### src/hdl/assert_macros.svh
// Assertion macros shared by the blob field renderer RTL.
`ifndef ASSERT_MACROS_SVH
`define ASSERT_MACROS_SVH

// Same-cycle implication, checked outside reset.
`define ABFR_ASSERT_IMP(lbl, clk, rstn, ante, cons) \
    lbl: assert property (@(posedge clk) disable iff (!(rstn)) (ante) |-> (cons)) \
        else $error("abfr check failed");

// Next-cycle implication, checked outside reset.
`define ABFR_ASSERT_NXT(lbl, clk, rstn, ante, cons) \
    lbl: assert property (@(posedge clk) disable iff (!(rstn)) (ante) |=> (cons)) \
        else $error("abfr check failed");

`endif

### src/hdl/abfr_pkg.sv
// Package: types, constants and the density threshold table of the blob field renderer.
package abfr_pkg;

    localparam int BLOB_COUNT = 40;
    localparam int RADIUS     = 44;
    localparam int DIAM       = 2 * RADIUS;
    localparam int R2         = RADIUS * RADIUS;

    localparam int PIX_W   = 10;
    localparam int POS_W   = 11;
    localparam int COORD_W = POS_W + 1;
    localparam int IDX_W   = 6;
    localparam int STEP_W  = 3;
    localparam int DENS_W  = 8;
    localparam int COL_W   = $clog2(DIAM);
    localparam int DX_W    = COL_W + 1;
    localparam int D2_W    = $clog2(2 * R2 + 1);
    localparam int CNT_W   = (BLOB_COUNT > 1) ? $clog2(BLOB_COUNT) : 1;

    // density pipeline: one search step per result bit, plus d2 stages and accumulate
    localparam int DRAIN_LEN = DENS_W + 3;
    localparam int DRN_W     = $clog2(DRAIN_LEN);

    localparam int CFG_IDX_W = 2;
    localparam logic [CFG_IDX_W-1:0] CFG_WIDTH  = 2'd0;
    localparam logic [CFG_IDX_W-1:0] CFG_HEIGHT = 2'd1;

    localparam logic CMD_MOVE  = 1'b0;
    localparam logic CMD_QUERY = 1'b1;

    localparam logic [PIX_W-1:0] RST_WIDTH  = 10'd480;
    localparam logic [PIX_W-1:0] RST_HEIGHT = 10'd360;

    typedef struct packed {
        logic signed [POS_W-1:0] left;
        logic signed [POS_W-1:0] top;
        logic                    hidden;
    } t_blob;

    localparam t_blob BLOB_RESET = '{
        left:   POS_W'(int'(RST_WIDTH >> 1) - RADIUS),
        top:    POS_W'(int'(RST_HEIGHT >> 1) - RADIUS),
        hidden: 1'b0
    };

    typedef enum logic [1:0] {
        ST_IDLE,
        ST_SCAN,
        ST_DRAIN
    } t_state;

    typedef logic [(1<<DENS_W)-1:0][D2_W-1:0] t_thr_tab;

    // Largest d2 below R2 whose density is at least lvl:
    // 255 * (b - d2^2)^4 >= lvl * b^4 with b = R2^2.
    function automatic logic [D2_W-1:0] dens_thr(input int lvl);
        logic [127:0] bb;
        logic [127:0] aa;
        logic [127:0] lhs;
        logic [127:0] rhs;
        int           lo;
        int           hi;
        int           mid;
        bb  = 128'(R2) * 128'(R2);
        rhs = 128'(lvl) * bb * bb * bb * bb;
        lo  = 0;
        hi  = R2 - 1;
        while (lo < hi) begin
            mid = (lo + hi + 1) >> 1;
            aa  = bb - 128'(mid) * 128'(mid);
            lhs = 128'(255) * aa * aa * aa * aa;
            if (lhs >= rhs) begin
                lo = mid;
            end else begin
                hi = mid - 1;
            end
        end
        return D2_W'(lo);
    endfunction

    function automatic t_thr_tab build_thr();
        t_thr_tab tab;
        for (int v = 0; v < (1 << DENS_W); v++) begin
            tab[v] = dens_thr(v);
        end
        return tab;
    endfunction

    // nonincreasing in the level; density(d2) = largest level with d2 <= THR_TAB[level]
    localparam t_thr_tab THR_TAB = build_thr();

endpackage

### src/hdl/abfr_blob_cell.sv
// One cell of the blob ring: holds one blob's position and hidden flag.
module abfr_blob_cell import abfr_pkg::*; (
    input  logic  i_clk,
    input  logic  i_rst_n,
    input  logic  i_shift,
    input  t_blob i_blob,
    output t_blob o_blob
);

    t_blob r_blob;

    always_ff @(posedge i_clk) begin
        if (!i_rst_n) begin
            r_blob <= BLOB_RESET;
        end else if (i_shift) begin
            r_blob <= i_blob;
        end
    end

    assign o_blob = r_blob;

endmodule

### src/hdl/abfr_dens_step.sv
// One step of the pipelined density search: settles one bit of the density level.
module abfr_dens_step import abfr_pkg::*; (
    input  logic              i_clk,
    input  logic              i_rst_n,
    input  logic              i_valid,
    input  logic [D2_W-1:0]   i_d2,
    input  logic [DENS_W-1:0] i_level,
    input  logic [DENS_W-1:0] i_mask,
    output logic              o_valid,
    output logic [D2_W-1:0]   o_d2,
    output logic [DENS_W-1:0] o_level
);

    logic              r_valid;
    logic [D2_W-1:0]   r_d2;
    logic [DENS_W-1:0] r_level;
    logic [DENS_W-1:0] cand;
    logic              reach;

    assign cand  = i_level | i_mask;
    assign reach = (i_d2 <= THR_TAB[cand]);

    always_ff @(posedge i_clk) begin
        if (!i_rst_n) begin
            r_valid <= 1'b0;
        end else begin
            r_valid <= i_valid;
        end
    end

    always_ff @(posedge i_clk) begin
        r_d2    <= i_d2;
        r_level <= reach ? cand : i_level;
    end

    assign o_valid = r_valid;
    assign o_d2    = r_d2;
    assign o_level = r_level;

endmodule

### src/hdl/additive_blob_field_renderer.sv
// Top level of the additive blob field renderer: command port, blob ring, density pipeline.
//
// The blob states sit in a ring of BLOB_COUNT cells that rotates one place per
// clock during the scan, so every item takes one full turn of the ring: the
// scan state steps through all blobs, then the drain state lets the density
// search pipeline empty. The result strobe is registered from the last drain
// cycle; busy falls in the same cycle as the strobe, and a new item can start
// there, so the block takes no new item before the last one is through. Every
// item, move or query, gives exactly one result, shown for one cycle on
// o_strobe; the receiver cannot stall it. Configuration writes are
// always ready and are meant to be made while busy is low.
module additive_blob_field_renderer import abfr_pkg::*; (
    input  logic                   i_clk,
    input  logic                   i_rst_n,
    input  logic                   start,
    output logic                   busy,
    input  logic                   i_cmd,
    input  logic [IDX_W-1:0]       i_blob_index,
    input  logic signed [STEP_W-1:0] i_step_x,
    input  logic signed [STEP_W-1:0] i_step_y,
    input  logic [PIX_W-1:0]       i_pixel_x,
    input  logic [PIX_W-1:0]       i_pixel_y,
    output logic                   o_strobe,
    output logic [DENS_W-1:0]      o_intensity,
    output logic                   o_blob_recentred,
    input  logic                   i_cfg_valid,
    output logic                   o_cfg_ready,
    input  logic [CFG_IDX_W-1:0]   i_cfg_index,
    input  logic [PIX_W-1:0]       i_cfg_data
);

    t_state r_state;
    t_state n_state;
    logic   accept;
    logic   scanning;

    logic [PIX_W-1:0] r_width;
    logic [PIX_W-1:0] r_height;

    logic                     r_cmd;
    logic [IDX_W-1:0]         r_idx;
    logic signed [STEP_W-1:0] r_sx;
    logic signed [STEP_W-1:0] r_sy;
    logic [PIX_W-1:0]         r_px;
    logic [PIX_W-1:0]         r_py;

    logic [CNT_W-1:0] r_cnt;
    logic [DRN_W-1:0] r_drain;

    logic [DENS_W-1:0] r_sum;
    logic              r_recent;

    logic              r_strobe;
    logic [DENS_W-1:0] r_out_int;
    logic              r_out_rec;

    // ring
    t_blob cell_out [BLOB_COUNT];
    t_blob head;
    t_blob tail_blob;
    t_blob moved;
    logic  hit;
    logic  in_win;

    logic signed [COORD_W-1:0] mx;
    logic signed [COORD_W-1:0] my;
    logic signed [COORD_W-1:0] lim_x;
    logic signed [COORD_W-1:0] lim_y;

    // query front stages
    logic signed [COORD_W-1:0] col;
    logic signed [COORD_W-1:0] row;
    logic                      cov;
    logic                      r_p1_valid;
    logic                      r_p1_cov;
    logic [COL_W-1:0]          r_p1_col;
    logic [COL_W-1:0]          r_p1_row;
    logic signed [DX_W-1:0]    dx;
    logic signed [DX_W-1:0]    dy;
    logic signed [2*DX_W-1:0]  sq_x;
    logic signed [2*DX_W-1:0]  sq_y;
    logic                      r_p2_valid;
    logic [D2_W-1:0]           r_p2_d2;

    // density search chain
    logic              stp_valid [DENS_W+1];
    logic [D2_W-1:0]   stp_d2    [DENS_W+1];
    logic [DENS_W-1:0] stp_level [DENS_W+1];
    logic [DENS_W:0]   sum_ext;

    assign accept   = start && !busy;
    assign busy     = (r_state != ST_IDLE);
    assign scanning = (r_state == ST_SCAN);

    // configuration
    assign o_cfg_ready = 1'b1;

    always_ff @(posedge i_clk) begin
        if (!i_rst_n) begin
            r_width  <= RST_WIDTH;
            r_height <= RST_HEIGHT;
        end else if (i_cfg_valid) begin
            unique case (i_cfg_index)
                CFG_WIDTH: begin
                    r_width <= i_cfg_data;
                end
                CFG_HEIGHT: begin
                    r_height <= i_cfg_data;
                end
                default: begin
                end
            endcase
        end
    end

    // sequencer
    always_ff @(posedge i_clk) begin
        if (!i_rst_n) begin
            r_state <= ST_IDLE;
        end else begin
            r_state <= n_state;
        end
    end

    always_comb begin
        n_state = r_state;
        unique case (r_state)
            ST_IDLE: begin
                if (accept) begin
                    n_state = ST_SCAN;
                end
            end
            ST_SCAN: begin
                if (r_cnt == CNT_W'(BLOB_COUNT - 1)) begin
                    n_state = ST_DRAIN;
                end
            end
            ST_DRAIN: begin
                if (r_drain == DRN_W'(DRAIN_LEN - 1)) begin
                    n_state = ST_IDLE;
                end
            end
            default: n_state = ST_IDLE;
        endcase
    end

    always_ff @(posedge i_clk) begin
        if (!i_rst_n) begin
            r_cnt   <= '0;
            r_drain <= '0;
        end else begin
            if (accept) begin
                r_cnt <= '0;
            end else if (scanning) begin
                r_cnt <= r_cnt + 1'b1;
            end
            if (r_state == ST_DRAIN) begin
                r_drain <= r_drain + 1'b1;
            end else begin
                r_drain <= '0;
            end
        end
    end

    always_ff @(posedge i_clk) begin
        if (accept) begin
            r_cmd <= i_cmd;
            r_idx <= i_blob_index;
            r_sx  <= i_step_x;
            r_sy  <= i_step_y;
            r_px  <= i_pixel_x;
            r_py  <= i_pixel_y;
        end
    end

    // blob ring; cell 0 holds blob r_cnt during the scan
    assign head = cell_out[0];

    generate
        for (genvar c = 0; c < BLOB_COUNT; c++) begin : g_cell
            t_blob cell_in;
            if (c == BLOB_COUNT - 1) begin : g_tail
                assign cell_in = tail_blob;
            end else begin : g_mid
                assign cell_in = cell_out[c+1];
            end
            abfr_blob_cell u_cell (
                .i_clk   (i_clk),
                .i_rst_n (i_rst_n),
                .i_shift (scanning),
                .i_blob  (cell_in),
                .o_blob  (cell_out[c])
            );
        end
    endgenerate

    // move applied to the head as it wraps to the tail
    always_comb begin
        mx     = COORD_W'(head.left) + COORD_W'(r_sx);
        my     = COORD_W'(head.top) + COORD_W'(r_sy);
        lim_x  = $signed({2'b00, r_width}) - COORD_W'(DIAM);
        lim_y  = $signed({2'b00, r_height}) - COORD_W'(DIAM);
        in_win = (mx > 0) && (mx < lim_x) && (my > 0) && (my < lim_y);
        hit    = scanning && (r_cmd == CMD_MOVE) && (IDX_W'(r_cnt) == r_idx);
        if (in_win) begin
            moved.left   = mx[POS_W-1:0];
            moved.top    = my[POS_W-1:0];
            moved.hidden = 1'b0;
        end else begin
            moved.left   = $signed({2'b00, r_width[PIX_W-1:1]}) - POS_W'(RADIUS);
            moved.top    = $signed({2'b00, r_height[PIX_W-1:1]}) - POS_W'(RADIUS);
            moved.hidden = 1'b1;
        end
        tail_blob = hit ? moved : head;
    end

    // query stage 1: offset into the blob square and coverage
    always_comb begin
        col = $signed({2'b00, r_px}) - COORD_W'(head.left);
        row = $signed({2'b00, r_py}) - COORD_W'(head.top);
        cov = !head.hidden && (col >= 0) && (col < COORD_W'(DIAM))
              && (row >= 0) && (row < COORD_W'(DIAM));
    end

    always_ff @(posedge i_clk) begin
        if (!i_rst_n) begin
            r_p1_valid <= 1'b0;
            r_p2_valid <= 1'b0;
        end else begin
            r_p1_valid <= scanning && (r_cmd == CMD_QUERY);
            r_p2_valid <= r_p1_valid;
        end
    end

    always_ff @(posedge i_clk) begin
        r_p1_cov <= cov;
        r_p1_col <= col[COL_W-1:0];
        r_p1_row <= row[COL_W-1:0];
    end

    // query stage 2: squared distance from the center; uncovered reads as far away
    always_comb begin
        dx   = $signed({1'b0, r_p1_col}) - DX_W'(RADIUS);
        dy   = $signed({1'b0, r_p1_row}) - DX_W'(RADIUS);
        sq_x = dx * dx;
        sq_y = dy * dy;
    end

    always_ff @(posedge i_clk) begin
        if (r_p1_cov) begin
            r_p2_d2 <= D2_W'($unsigned(sq_x)) + D2_W'($unsigned(sq_y));
        end else begin
            r_p2_d2 <= '1;
        end
    end

    // density search, MSB first
    assign stp_valid[0] = r_p2_valid;
    assign stp_d2[0]    = r_p2_d2;
    assign stp_level[0] = '0;

    generate
        for (genvar k = 0; k < DENS_W; k++) begin : g_step
            abfr_dens_step u_step (
                .i_clk   (i_clk),
                .i_rst_n (i_rst_n),
                .i_valid (stp_valid[k]),
                .i_d2    (stp_d2[k]),
                .i_level (stp_level[k]),
                .i_mask  (DENS_W'(1 << (DENS_W - 1 - k))),
                .o_valid (stp_valid[k+1]),
                .o_d2    (stp_d2[k+1]),
                .o_level (stp_level[k+1])
            );
        end
    endgenerate

    assign sum_ext = {1'b0, r_sum} + {1'b0, stp_level[DENS_W]};

    always_ff @(posedge i_clk) begin
        if (!i_rst_n) begin
            r_sum    <= '0;
            r_recent <= 1'b0;
        end else if (accept) begin
            r_sum    <= '0;
            r_recent <= 1'b0;
        end else begin
            if (stp_valid[DENS_W]) begin
                r_sum <= sum_ext[DENS_W] ? '1 : sum_ext[DENS_W-1:0];
            end
            if (hit && !in_win) begin
                r_recent <= 1'b1;
            end
        end
    end

    // result
    always_ff @(posedge i_clk) begin
        if (!i_rst_n) begin
            r_strobe <= 1'b0;
        end else begin
            r_strobe <= (r_state == ST_DRAIN) && (n_state == ST_IDLE);
        end
    end

    always_ff @(posedge i_clk) begin
        if ((r_state == ST_DRAIN) && (n_state == ST_IDLE)) begin
            r_out_int <= r_sum;
            r_out_rec <= r_recent;
        end
    end

    assign o_strobe         = r_strobe;
    assign o_intensity      = r_out_int;
    assign o_blob_recentred = r_out_rec;

    `include "assert_macros.svh"

    // a result only ever follows the end of a drain
    `ABFR_ASSERT_IMP(a_strobe_after_drain, i_clk, i_rst_n, o_strobe, $past(r_state) == ST_DRAIN)
    // the density pipeline is empty whenever a new item may start
    `ABFR_ASSERT_IMP(a_pipe_empty_idle, i_clk, i_rst_n, r_state == ST_IDLE, !stp_valid[DENS_W] && !r_p1_valid && !r_p2_valid)
    // a fresh item starts its scan at blob 0 with a clear sum
    `ABFR_ASSERT_NXT(a_start_clean, i_clk, i_rst_n, accept, r_state == ST_SCAN && r_cnt == '0 && r_sum == '0)
    // a move never yields an intensity and a query never recenters
    `ABFR_ASSERT_IMP(a_result_kind, i_clk, i_rst_n, o_strobe, o_intensity == '0 || !o_blob_recentred)

endmodule

### config.mk
export PLATFORM = sky130hd
export DESIGN_NAME = additive_blob_field_renderer
export DESIGN_NICKNAME = d
export VERILOG_FILES = /design/src/hdl/abfr_pkg.sv /design/src/hdl/abfr_blob_cell.sv /design/src/hdl/abfr_dens_step.sv /design/src/hdl/additive_blob_field_renderer.sv
export VERILOG_INCLUDE_DIRS = /design/src /design/src/hdl
export SDC_FILE = /design/constraint.sdc
export NUM_CORES = 2
export LEC_CHECK = 0
export ABC_AREA = 1
export BUFFER_PORTS_ARGS = -buffer_cell sky130_fd_sc_hd__buf_4
export CAP_MARGIN = 20
export CORE_MARGIN = 8
export CORE_UTILIZATION = 25
export CTS_BUF_LIST = sky130_fd_sc_hd__clkbuf_8
export DETAILED_ROUTE_END_ITERATION = 6
export GPL_TIMING_DRIVEN = 0
export HOLD_SLACK_MARGIN = 0.05
export SLEW_MARGIN = 20
export SYNTH_ARGS = -nofsm -noshare
export SYNTH_HDL_FRONTEND = slang
export SYNTH_HIERARCHICAL = 1
export SYNTH_SLANG_ARGS = --single-unit
export TNS_END_PERCENT = 20
### constraint.sdc
create_clock -name i_clk -period 6.1 [get_ports i_clk]
set_clock_uncertainty 0.2 [all_clocks]
set_input_delay 1.22 -clock i_clk [delete_from_list [all_inputs] [get_ports i_clk]]
set_output_delay 1.22 -clock i_clk [all_outputs]
set_load 0.02 [all_outputs]
==> results.md <==
- Routability congestion estimate: 1.00
- Final Cell Area: 0.0835 mm2
- Vias in the first global route: 66618
- Global route hottest layer: met2
- Measured slew at the worst slew-check pin: 1050 ps
- Final Cycle Share: 0.964
- Max Fclk: 0.170 GHz
- R2R depth: 22
- WHS Path Cells: 0
- Core Rows: 198
- Final ANT Viol Nets: 0
- DRT iter0 DRCs: 6177
- First drt pass iteration count: 6
- Crit path max fanout: 5
- Worst slack at placement: -405 ps
- Vias/cell: 4.44
- Synth Instances: 11376
- Core Area: 0.291 mm2
- Clock Latency Late Sink: 890 ps
- MaxCap Viol Count: 0
- H-Tree Depth: 4
- Clock Sink Count: 1189
- Placed inst area: 0.0791 mm2
- Input/output buffers: 59
- Most common cell on crit path: fa_1
- Worst path top cell family by delay: adder cells
- P per Cell Area: 426 mW/mm2
- Slew Limit Headroom: 0.302
- Routed wire length: 221 mm
- Yosys warns: 6
- Met3 GRT Util: 0.0248
- Clock transition at path regs: 60 ps
- Post-Syn Area per Cell: 6.43 um2
- CP Class: flip-flop to flip-flop
- Setup ws final: 220 ps
- Post-layout util: 0.287
- Met1 usage: 0.186
- Post-DR wirelength/cell: 14.0 um
- Root buffer cell: clkbuf_8
- Final Setup Violations: 0
- Crit. End Element: flip-flop
- Leakage: 40.1 nW
- Cts bufs inserted: 195
- Crit-path cells: ha_4 > o21ai_2 > xor2_2 > buf_4 > buf_4 > buf_4 > nand2_1 > fa_1 > fa_1 > fa_1 > fa_1 > fa_1 > fa_1 > inv_2 > ha_4 > a21o_1 > a31oi_1 > nand2_1 > xor2_1 > nand3b_1 > nand3_1 > nand3_2
- Leading cell type in the layout, fill and taps excluded: nand2_1
- Mapped cell area: 0.0731 mm2
- Buf/Inv on CP: 4
- Final Hold Viols: 0
- CTS tree: done
- Layout area overhead: 14.1%
- Worst path depth: 22
- Maximum vdd drop: 0.00203 V
- Clock tree buffer depth: 4
- Fillers: 32609
- I/O pin count: 61
- Hpwl dp: 166 mm
- Slowest cell on the critical path: fa_1
- DRC viols: 0
- Gr ovfl total: 0
- First-pass GRT wire length: 354 mm
- Die width: 557 um
- Largest net degree at the start of global routing: 89
- Result of the run: finished, final reports clean
- CP arrival: 6430 ps
- Global router's overall resource usage: 0.137
- Via count: 70219
- Final nets: 12187
- Final min period: 5880 ps
- Startpoint types: flip-flop
- Met2 Usage GRT: 0.212
- Layout cells sized above 1: 0.0938
- Initial antenna violation count: 3
- Die extent in y: 557 um
- Initial Utilization: 0.251
- Min-Delay Path Class: flip-flop to flip-flop
- Slowest stage delay, CP: 580 ps
- Worst EP required: 6650 ps
- Final slew viol count: 0
- Most frequent cells in the layout: nand2_1 (3906), nor2_1 (1918), inv_1 (1404), dfxtp_1 (1141), nand3_1 (802)
- Die area: 0.310 mm2
==> sequential cells by signal, indices dropped and copies added, names as in the netlist, 6 cells and up <==
| signal | count |
|---|---|
| g_step.u_step/o_valid | 8 |
| g_step.u_step/o_d2 | 84 |
| r_p1_row | 7 |
| r_py | 10 |
| r_px | 10 |
| o_intensity | 8 |
| r_sum | 8 |
| r_p2_d2 | 12 |
| r_height | 10 |
| g_cell.u_cell/o_blob | 920 |
| r_idx | 6 |
| r_p1_col | 7 |
| r_cnt | 6 |
| r_width | 10 |
| g_step.u_step/o_level | 64 |
==> metrics by stage <==
step | power (W) | TNS [ps] | cells | hold WS, ps
2_1_floorplan | 0.0222 | 0 | 11502 | 131
3_3_place_gp | 0.0253 | -10670 | 15461 | 140
3_5_place_dp | 0.0254 | -533 | 15468 | 145
4_1_cts | 0.0328 | 0 | 15811 | 155
5_1_grt | 0.0389 | -1.58 | 15819 | 163
6_report | 0.0355 | 0 | 15819 | 152
==> layer usage <==
metal	vias up	share of wire
li1	35687	-
met1	30963	0.46
met2	2822	0.42
met3	747	0.077
met4	0	0.043
met5	-	0
==> power breakdown <==
part | switching [W] | internal [W]
combinational | 0.0111 | 0.00831
sequential | 0.000454 | 0.00848
clock | 0.00321 | 0.00398
total | 0.0148 | 0.0208
==> final cells by class <==
| type | instances | area (um2) | area share |
|---|---|---|---|
| Sequential cell | 1189 | 24200 | 0.290 |
| Multi-Input combinational cell | 8419 | 39900 | 0.478 |
| Clock buffer | 245 | 3370 | 0.0404 |
| Clock inverter | 95 | 656 | 0.00786 |
| Antenna cell | 4 | 10.0 | 0.000120 |
| Tap cell | 3900 | 4880 | 0.0585 |
| Inverter | 1409 | 5310 | 0.0637 |
| Buffer | 484 | 4430 | 0.0531 |
| Timing Repair Buffer | 74 | 683 | 0.00819 |
==> final timing paths <==
| path | startpoint | end | slack [ps] |
|---|---|---|---|
| min | g_step[2].u_step/o_d2[5] | g_step[3].u_step/o_d2[5] | 150 |
| max reg2reg | r_p1_col[3] | r_p2_d2[11] | 220 |
| max | r_p1_col[3] | r_p2_d2[11] | 220 |
| min reg2reg | g_step[2].u_step/o_d2[5] | g_step[3].u_step/o_d2[5] | 150 |
==> what timing repair did <==
item                                    4_1_cts  5_1_grt
pin swaps                                     2        6
setup buffers                                 4        4
endpoints found under the setup margin        2        2
hold buffers                                  0        0
gates resized for setup                      25       29
(Power assumes the default switching activity.)
